### config.mk
export PLATFORM = sky130hd
export DESIGN_NAME = touch_frame_deframer
export DESIGN_NICKNAME = d
export VERILOG_FILES = /design/src/hdl/tfd_pkg.sv /design/src/hdl/tfd_front.sv /design/src/hdl/tfd_queue.sv /design/src/hdl/tfd_back.sv /design/src/hdl/touch_frame_deframer.sv
export SDC_FILE = /design/constraint.sdc
export NUM_CORES = 1
export LEC_CHECK = 0
export BUFFER_PORTS_ARGS = -buffer_cell sky130_fd_sc_hd__buf_2
export CORE_MARGIN = 1
export CORE_UTILIZATION = 50
export DETAILED_ROUTE_END_ITERATION = 8
export PLACE_DENSITY = 0.64
export SLEW_MARGIN = 20
export SYNTH_ARGS = -nofsm -noshare
export SYNTH_HDL_FRONTEND = slang
export SYNTH_HIERARCHICAL = 1
export SYNTH_SLANG_ARGS = --single-unit
### constraint.sdc
create_clock -name clock -period 3.4 [get_ports clock]
set_input_delay 0.17 -clock clock [delete_from_list [all_inputs] [get_ports clock]]
set_output_delay 0.17 -clock clock [all_outputs]
set_load 0.05 [all_outputs]
### src/hdl/tfd_pkg.sv
// Shared types and constants for the touch frame deframer.
// No dependencies; every other file in hdl/ refers to this package by scoped names.
`default_nettype none

package tfd_pkg;

   localparam int BYTE_W       = 8;
   localparam int WORD_W       = 16;
   localparam int CELL_INDEX_W = 5;

   // Command addresses are 8 bits wide, enough for grids of up to 256 cells.
   localparam int MAX_ADDR_W   = 8;

   localparam logic [BYTE_W-1:0] SYNC_FIRST  = 8'h12;
   localparam logic [BYTE_W-1:0] SYNC_SECOND = 8'h34;

   localparam int QUEUE_DEPTH  = 4;
   localparam int QPTR_W       = 2;
   localparam int QCNT_W       = 3;

   // One command from the front end to the back end: store one word, and
   // optionally start the readout once it is stored.
   typedef struct packed {
      logic                  emit;
      logic [MAX_ADDR_W-1:0] addr;
      logic [WORD_W-1:0]     word;
   } wr_cmd_type;

   typedef struct packed {
      logic full;
      logic empty;
   } q_status_type;

endpackage

`default_nettype wire

### src/hdl/tfd_front.sv
// Front end of the deframer: sync hunt, byte pairing, word commands.
// Depends on tfd_pkg; feeds tfd_queue.
`default_nettype none

module tfd_front #(
   parameter int GRID_ROWS = 6,
   parameter int GRID_COLS = 4
) (
   input  wire logic                         clock,
   input  wire logic                         reset,
   input  wire logic                         req_valid,
   input  wire logic [tfd_pkg::BYTE_W-1:0]   req_rx_byte,
   output      logic                         req_stall,
   input  wire tfd_pkg::q_status_type        q_status,
   output      logic                         cmd_push,
   output      tfd_pkg::wr_cmd_type          cmd
);

   localparam int CELLS  = GRID_ROWS * GRID_COLS;
   localparam int ADDR_W = (CELLS > 1) ? $clog2(CELLS) : 1;

   localparam logic [1:0] PH_HUNT    = 2'd0;
   localparam logic [1:0] PH_WAIT    = 2'd1;
   localparam logic [1:0] PH_COLLECT = 2'd2;

   logic [1:0]                  phase_ff, phase_in;
   logic                        half_ff, half_in;
   logic [ADDR_W-1:0]           word_cnt_ff, word_cnt_in;
   logic [tfd_pkg::BYTE_W-1:0]  low_ff, low_in;
   logic                        accept;
   logic                        last_word;

   assign req_stall = q_status.full;
   assign accept    = req_valid && !req_stall;
   assign last_word = (word_cnt_ff == ADDR_W'(CELLS - 1));

   always_comb begin
      phase_in    = phase_ff;
      half_in     = half_ff;
      word_cnt_in = word_cnt_ff;
      low_in      = low_ff;
      cmd_push    = 1'b0;
      if (accept) begin
         unique case (phase_ff)
            PH_WAIT: begin
               // a wrong byte keeps waiting, no return to hunting
               if (req_rx_byte == tfd_pkg::SYNC_SECOND) begin
                  phase_in = PH_COLLECT;
               end
            end
            PH_COLLECT: begin
               if (!half_ff) begin
                  low_in  = req_rx_byte;
                  half_in = 1'b1;
               end else begin
                  cmd_push = 1'b1;
                  half_in  = 1'b0;
                  if (last_word) begin
                     word_cnt_in = '0;
                     phase_in    = PH_HUNT;
                  end else begin
                     word_cnt_in = word_cnt_ff + ADDR_W'(1);
                  end
               end
            end
            default: begin
               phase_in = (req_rx_byte == tfd_pkg::SYNC_FIRST) ? PH_WAIT : PH_HUNT;
            end
         endcase
      end
   end

   always_comb begin
      cmd.emit = last_word;
      cmd.addr = tfd_pkg::MAX_ADDR_W'(word_cnt_ff);
      cmd.word = {req_rx_byte, low_ff};
   end

   always_ff @(posedge clock) begin
      if (reset) begin
         phase_ff    <= PH_HUNT;
         half_ff     <= 1'b0;
         word_cnt_ff <= '0;
      end else begin
         phase_ff    <= phase_in;
         half_ff     <= half_in;
         word_cnt_ff <= word_cnt_in;
      end
      low_ff <= low_in;
   end

endmodule

`default_nettype wire

### src/hdl/tfd_queue.sv
// Short command queue between the front and back ends of the deframer.
// Depends on tfd_pkg for the command type and depth.
`default_nettype none

module tfd_queue (
   input  wire logic                  clock,
   input  wire logic                  reset,
   input  wire logic                  push,
   input  wire tfd_pkg::wr_cmd_type   push_cmd,
   input  wire logic                  pop,
   output      tfd_pkg::wr_cmd_type   head_cmd,
   output      tfd_pkg::q_status_type status
);

   tfd_pkg::wr_cmd_type             entries_ff [tfd_pkg::QUEUE_DEPTH];
   logic [tfd_pkg::QPTR_W-1:0]      wr_ptr_ff, wr_ptr_in;
   logic [tfd_pkg::QPTR_W-1:0]      rd_ptr_ff, rd_ptr_in;
   logic [tfd_pkg::QCNT_W-1:0]      count_ff, count_in;
   logic                            do_push;
   logic                            do_pop;

   assign status.full  = (count_ff == tfd_pkg::QCNT_W'(tfd_pkg::QUEUE_DEPTH));
   assign status.empty = (count_ff == '0);
   assign do_push      = push && !status.full;
   assign do_pop       = pop && !status.empty;
   assign head_cmd     = entries_ff[rd_ptr_ff];

   always_comb begin
      wr_ptr_in = do_push ? wr_ptr_ff + tfd_pkg::QPTR_W'(1) : wr_ptr_ff;
      rd_ptr_in = do_pop  ? rd_ptr_ff + tfd_pkg::QPTR_W'(1) : rd_ptr_ff;
      count_in  = count_ff;
      if (do_push && !do_pop) begin
         count_in = count_ff + tfd_pkg::QCNT_W'(1);
      end else if (do_pop && !do_push) begin
         count_in = count_ff - tfd_pkg::QCNT_W'(1);
      end
   end

   always_ff @(posedge clock) begin
      if (reset) begin
         wr_ptr_ff <= '0;
         rd_ptr_ff <= '0;
         count_ff  <= '0;
      end else begin
         wr_ptr_ff <= wr_ptr_in;
         rd_ptr_ff <= rd_ptr_in;
         count_ff  <= count_in;
      end
      if (do_push) begin
         entries_ff[wr_ptr_ff] <= push_cmd;
      end
   end

   a_count_bound: assert property (@(posedge clock) disable iff (reset)
      count_ff <= tfd_pkg::QCNT_W'(tfd_pkg::QUEUE_DEPTH))
      else $error("queue occupancy beyond depth");

   a_ptr_gap: assert property (@(posedge clock) disable iff (reset)
      wr_ptr_ff == rd_ptr_ff + count_ff[tfd_pkg::QPTR_W-1:0])
      else $error("queue pointers disagree with occupancy");

   a_no_push_full: assert property (@(posedge clock) disable iff (reset)
      push |-> !status.full)
      else $error("push into full queue");

endmodule

`default_nettype wire

### src/hdl/tfd_back.sv
// Back end of the deframer: word store and transposed readout sequencer.
// Depends on tfd_pkg; drains tfd_queue and drives the result channel.
`default_nettype none

module tfd_back #(
   parameter int GRID_ROWS = 6,
   parameter int GRID_COLS = 4
) (
   input  wire logic                               clock,
   input  wire logic                               reset,
   input  wire tfd_pkg::q_status_type              q_status,
   input  wire tfd_pkg::wr_cmd_type                q_cmd,
   output      logic                               q_pop,
   output      logic                               rsp_valid,
   input  wire logic                               rsp_stall,
   output      logic [tfd_pkg::WORD_W-1:0]         rsp_cell_value,
   output      logic [tfd_pkg::CELL_INDEX_W-1:0]   rsp_cell_index,
   output      logic                               rsp_last_cell
);

   localparam int CELLS  = GRID_ROWS * GRID_COLS;
   localparam int ADDR_W = (CELLS > 1) ? $clog2(CELLS) : 1;
   localparam int COL_W  = (GRID_COLS > 1) ? $clog2(GRID_COLS) : 1;

   logic [tfd_pkg::WORD_W-1:0] store_ff [CELLS];

   logic                       busy_ff, busy_in;
   logic [ADDR_W-1:0]          pos_ff, pos_in;
   logic [ADDR_W-1:0]          src_ff, src_in;
   logic [ADDR_W-1:0]          base_ff, base_in;
   logic [COL_W-1:0]           col_ff, col_in;
   logic                       rsp_valid_ff, rsp_valid_in;
   logic [tfd_pkg::WORD_W-1:0] value_ff;
   logic [ADDR_W-1:0]          out_pos_ff;
   logic                       last_ff;
   logic                       issue;
   logic                       pos_last;

   assign q_pop    = !busy_ff && !q_status.empty;
   assign issue    = busy_ff && (!rsp_valid_ff || !rsp_stall);
   assign pos_last = (pos_ff == ADDR_W'(CELLS - 1));

   always_comb begin
      busy_in  = busy_ff;
      pos_in   = pos_ff;
      src_in   = src_ff;
      base_in  = base_ff;
      col_in   = col_ff;
      if (q_pop && q_cmd.emit) begin
         busy_in = 1'b1;
         pos_in  = '0;
         src_in  = ADDR_W'(GRID_ROWS - 1);
         base_in = ADDR_W'(GRID_ROWS - 1);
         col_in  = '0;
      end else if (issue) begin
         pos_in = pos_ff + ADDR_W'(1);
         if (pos_last) begin
            busy_in = 1'b0;
         end
         // step one column right, or wrap to the next row up the store
         if (col_ff == COL_W'(GRID_COLS - 1)) begin
            col_in  = '0;
            base_in = base_ff - ADDR_W'(1);
            src_in  = base_ff - ADDR_W'(1);
         end else begin
            col_in = col_ff + COL_W'(1);
            src_in = src_ff + ADDR_W'(GRID_ROWS);
         end
      end
   end

   always_comb begin
      rsp_valid_in = rsp_valid_ff;
      if (issue) begin
         rsp_valid_in = 1'b1;
      end else if (!rsp_stall) begin
         rsp_valid_in = 1'b0;
      end
   end

   always_ff @(posedge clock) begin
      if (reset) begin
         busy_ff      <= 1'b0;
         rsp_valid_ff <= 1'b0;
      end else begin
         busy_ff      <= busy_in;
         rsp_valid_ff <= rsp_valid_in;
      end
      pos_ff  <= pos_in;
      src_ff  <= src_in;
      base_ff <= base_in;
      col_ff  <= col_in;
   end

   always_ff @(posedge clock) begin
      if (q_pop) begin
         store_ff[q_cmd.addr[ADDR_W-1:0]] <= q_cmd.word;
      end
      if (issue) begin
         value_ff   <= store_ff[src_ff];
         out_pos_ff <= pos_ff;
         last_ff    <= pos_last;
      end
   end

   assign rsp_valid      = rsp_valid_ff;
   assign rsp_cell_value = value_ff;
   assign rsp_cell_index = tfd_pkg::CELL_INDEX_W'(out_pos_ff);
   assign rsp_last_cell  = last_ff;

   a_no_pop_busy: assert property (@(posedge clock) disable iff (reset)
      busy_ff |-> !q_pop)
      else $error("store written during readout");

   a_last_pos: assert property (@(posedge clock) disable iff (reset)
      rsp_valid_ff && last_ff |-> out_pos_ff == ADDR_W'(CELLS - 1))
      else $error("last cell flagged at wrong position");

   a_run_ends: assert property (@(posedge clock) disable iff (reset)
      issue && pos_last |=> !busy_ff && rsp_valid_ff)
      else $error("readout did not finish after final word");

   a_start_row: assert property (@(posedge clock) disable iff (reset)
      q_pop && q_cmd.emit |=> busy_ff && pos_ff == '0 && col_ff == '0)
      else $error("readout did not start cleanly");

endmodule

`default_nettype wire

### src/hdl/touch_frame_deframer.sv
// Touch frame deframer top level: front end, command queue and back end.
// Depends on tfd_pkg, tfd_front, tfd_queue and tfd_back.
//
// The block takes one received UART byte per beat on the req_ channel. It
// hunts for the sync byte 0x12 and then waits for 0x34; a wrong byte while
// waiting does not restart the hunt. It then collects 2*GRID_ROWS*GRID_COLS
// bytes as little-endian 16-bit words. Once the last word of the frame is
// stored, it sends GRID_ROWS*GRID_COLS beats on the rsp_ channel in
// transposed order: beat i*GRID_COLS+j carries stored word
// (GRID_ROWS-1-i) + GRID_ROWS*j, rsp_cell_index gives that position (low five
// bits) and rsp_last_cell marks the final beat. Bytes are taken one per clock
// while the four-entry command queue has room; each pair of collected bytes
// makes one queue entry. The back end drains one entry per clock while it is
// not reading out and, after a frame's final entry, reads out one word per
// clock from its store while rsp_stall stays low. During a readout the queue
// absorbs up to eight more frame bytes before req_stall rises. The word store
// needs no clearing after reset: every word is written before it is read.
`default_nettype none

module touch_frame_deframer #(
   parameter int GRID_ROWS = 6,
   parameter int GRID_COLS = 4
) (
   input  wire logic                               clock,
   input  wire logic                               reset,
   input  wire logic                               req_valid,
   output      logic                               req_stall,
   input  wire logic [tfd_pkg::BYTE_W-1:0]         req_rx_byte,
   output      logic                               rsp_valid,
   input  wire logic                               rsp_stall,
   output      logic [tfd_pkg::WORD_W-1:0]         rsp_cell_value,
   output      logic [tfd_pkg::CELL_INDEX_W-1:0]   rsp_cell_index,
   output      logic                               rsp_last_cell
);

   // commands from the front end into the queue
   tfd_pkg::wr_cmd_type   push_cmd;
   logic                  cmd_push;
   // queue head, seen by the back end, and occupancy, seen by both ends
   tfd_pkg::wr_cmd_type   head_cmd;
   tfd_pkg::q_status_type q_status;
   logic                  q_pop;

   // Hunt for sync, pair bytes into words, push one command per word.
   tfd_front #(
      .GRID_ROWS (GRID_ROWS),
      .GRID_COLS (GRID_COLS)
   ) u_front (
      .clock       (clock),
      .reset       (reset),
      .req_valid   (req_valid),
      .req_rx_byte (req_rx_byte),
      .req_stall   (req_stall),
      .q_status    (q_status),
      .cmd_push    (cmd_push),
      .cmd         (push_cmd)
   );

   // Hold word commands while the back end is busy reading out a frame.
   tfd_queue u_queue (
      .clock    (clock),
      .reset    (reset),
      .push     (cmd_push),
      .push_cmd (push_cmd),
      .pop      (q_pop),
      .head_cmd (head_cmd),
      .status   (q_status)
   );

   // Store words, then advance through the transposed readout.
   tfd_back #(
      .GRID_ROWS (GRID_ROWS),
      .GRID_COLS (GRID_COLS)
   ) u_back (
      .clock          (clock),
      .reset          (reset),
      .q_status       (q_status),
      .q_cmd          (head_cmd),
      .q_pop          (q_pop),
      .rsp_valid      (rsp_valid),
      .rsp_stall      (rsp_stall),
      .rsp_cell_value (rsp_cell_value),
      .rsp_cell_index (rsp_cell_index),
      .rsp_last_cell  (rsp_last_cell)
   );

endmodule

`default_nettype wire

==> results.md <==
- Status: finished, violations left
- Failing checks: DRC
- CTS buffer count: 53
- Grt ovf: 0
- Row Count: between 70 and 80
- Vert. Die Dim: roughly 210 microns
- Startpoint Class: flop
- Ant. Diodes: 0
- Max Buffers Root-to-Sink: 3
- Die W: approximately 210 microns
- PortBufs: 35
- Most frequent cells in the layout: edfxtp_1, mux4_2, mux2i_1
- Net Sw Frac: 0.240
- NetSw: approximately 3.7 mW
- RePlAce Congestion: about 0.77
- PD cells: between 600 and 700 mW/mm^2
- Worst r2r src: u_queue/count_ff[0]
- Final setup margin: ~0.54 ns
- Sequential share of power: 0.486
- Root Driver: clkbuf_16
- Worst Path Arrival: between 3 and 4 ns
- Clock skew: 0.0179 ns
- Hold Crit Class: in -> reg
- Placed Cells: roughly 1.6k
- Number of routed nets with antenna violations: 0
- Slowest cell on crit path: dfxtp_1
- First-pass GRT wire length: between 60000 and 70000 microns
- Htree depth: 2
- Post-route clock period utilization: 0.840
- Fillers: just over 3k
- Slew margin rel.: 0.361
- Area grow syn2layout: 12.8%
- Via count: 9939
- Top cell by count, worst path: inv_1
- Pin count of the biggest net entering global routing: 47
- TNS Setup: 0 ns
- Gr usage total: 0.200
- Worst-Skew Late Latency: 0.59 ns
- Syn Nets: between 1k and 1.5k
- CTS tree: yes
- RR Endpoint: u_queue/count_ff[2]
- Core Area: ~0.04 sq mm
- Peak Freq: around 350 MHz
- DRC violations left: 4
- Ports: 36
- WL final: roughly 40000 microns
- Netlist Area Pre-Place: approximately 0.021 sq mm
- Mean post-synth cell area: roughly 20 sq um
- Kind of critical path: reg -> reg
- Clock slew at reported path FFs: approximately 0.060 ns
- Die area: around 0.043 sq mm
- R2r setup slk: approximately 0.54 ns
- Post-place setup slack: between 0.5 and 0.6 ns
- Crit path from: u_queue/count_ff[0]
- Synth Warn #: 6
- Tmin final: ~2.9 ns
- Critical path cell sequence: nor3b_4 > nand4b_1 > inv_1 > inv_1 > nor2_1 > ha_1 > inv_1 > fa_1 > xor2_1 > or3_1 > a21oi_1
- Crit path max fanout: 7
- Final setup viols: 0
- Clock share of power: 0.381
- Share of cells above drive strength 1: 0.211
- Routed WL per cell: 23.7 microns
- Max stage delay on crit path: roughly 0.52 ns
- Cell Int Power: between 10 and 15 mW
- Max Cap Violations: 0
- Post-route insts no fill: 1729
- Clock sinks: about 540
- RSZ-0062 raised after global routing: false
- Initial Util: 0.509
- Vias in the first global route: 10.1k
- Crit. End Element: flop
- Synth Instances: between 1k and 1.5k
- Comb power frac: 0.133
- R2R cell count: 11
- Leak pwr: 8.06 nW
- Critical Path RT: a little under 4 ns
- Initial antenna violation count: 0
- Hold Fails Final Rpt: 0
- Worst Max-Slew Pin Slew: 0.958 ns
- Commonest non-fill, non-tap cell in the layout: edfxtp_1
- VDD IR-drop max: 0.393 mV
- DR iter-0 viols: approximately 730
- Initial DRT Pass Iterations: 7
- Final Max Slew Viols: 0
- Final HPWL DP: roughly 25000 microns
- Via density: around 5.7
- Worst Setup EP: u_queue/count_ff[2]
- Fin nets: roughly 1.2k
==> stage by stage <==
step           total power [mW]  cell area (sq um)  hold slack [ns]  utilization
6_report                   15.2              23600            0.382        0.574
5_1_grt                    15.7              23600            0.362        0.574
4_1_cts                    15.4              23600            0.345        0.574
3_5_place_dp               9.56              21700            0.433        0.529
3_3_place_gp               9.54              21700            0.430        0.529
2_1_floorplan              8.97              20900            0.242            -
==> registers in the layout, summed over array words and instances (netlist names), 3 cells and up, named ones only <==
register	count
u_back/pos_ff	5
u_back/src_ff	5
u_back/base_ff	5
u_front/word_cnt_ff	5
u_queue/entries_ff	88
u_queue/count_ff	3
u_front/low_ff	8
u_back/store_ff	384
u_back/rsp_cell_index	5
u_back/rsp_cell_value	16
==> timing repair <==
| action | in CTS | in global routing |
|---|---|---|
| hold buffers | 12 | 0 |
| endpoints found under the hold margin | 51 | 0 |
| resized for setup | 0 | 0 |
| buffers inserted | 0 | 0 |
==> per-layer routing <==
| layer | routed length, microns | GRT usage | up-vias | share of wire |
|---|---|---|---|---|
| met5 | 0 | 0 | - | 0 |
| met2 | 19900 | 0.318 | 239 | 0.49 |
| met4 | 983 | 0.0693 | 0 | 0.024 |
| met1 | 18000 | 0.281 | 5158 | 0.44 |
| met3 | 2060 | 0.0314 | 62 | 0.050 |
| li1 | - | - | 4480 | - |
==> final cells by class <==
class	instances	area (sq um)	area share
clock buffers	66	1420	0.0602
clock inverters	32	314	0.0133
inverters	17	63.8	0.00271
multi-input cells	453	4590	0.195
flip-flops and latches	538	15800	0.671
well taps	532	666	0.0283
repair buffers	91	701	0.0297
==> critical path, delay by kind of cell (launching register included) <==
family	cells	cell delay, ns
and+or+nand+nor	4	1.01
adders and majority gates	2	0.63
DFF	1	0.52
buffers and inverters	3	0.32
xor gates and xnor gates	1	0.16
AOI/OAI and AO/OA	1	0.15
==> worst min path at each step <==
stage,slack [ns],end,depth (start not counted),from
final,0.38,u_front/low_ff[7],2,req_rx_byte[7]
after global routing,0.36,u_front/low_ff[7],2,req_rx_byte[7]
after CTS,0.34,u_front/low_ff[7],2,req_rx_byte[7]
after detailed placement,0.43,u_queue/entries_ff[2][15],1,req_rx_byte[7]
after global placement,0.43,u_queue/entries_ff[1][15],1,req_rx_byte[7]
after floorplan,0.24,u_back/rsp_valid,1,reset
==> power by group through the flow <==
stage                     combinational [mW]  sequential (mW)  clock (mW)
after floorplan                         1.58             7.39           0
after global placement                  2.00             7.54           0
after detailed placement                2.02             7.54           0
after CTS                               2.04             7.40        5.92
after global routing                    2.16             7.41        6.17
final                                   2.02             7.39        5.80
No activity file was read; power rests on OpenSTA's default activity.
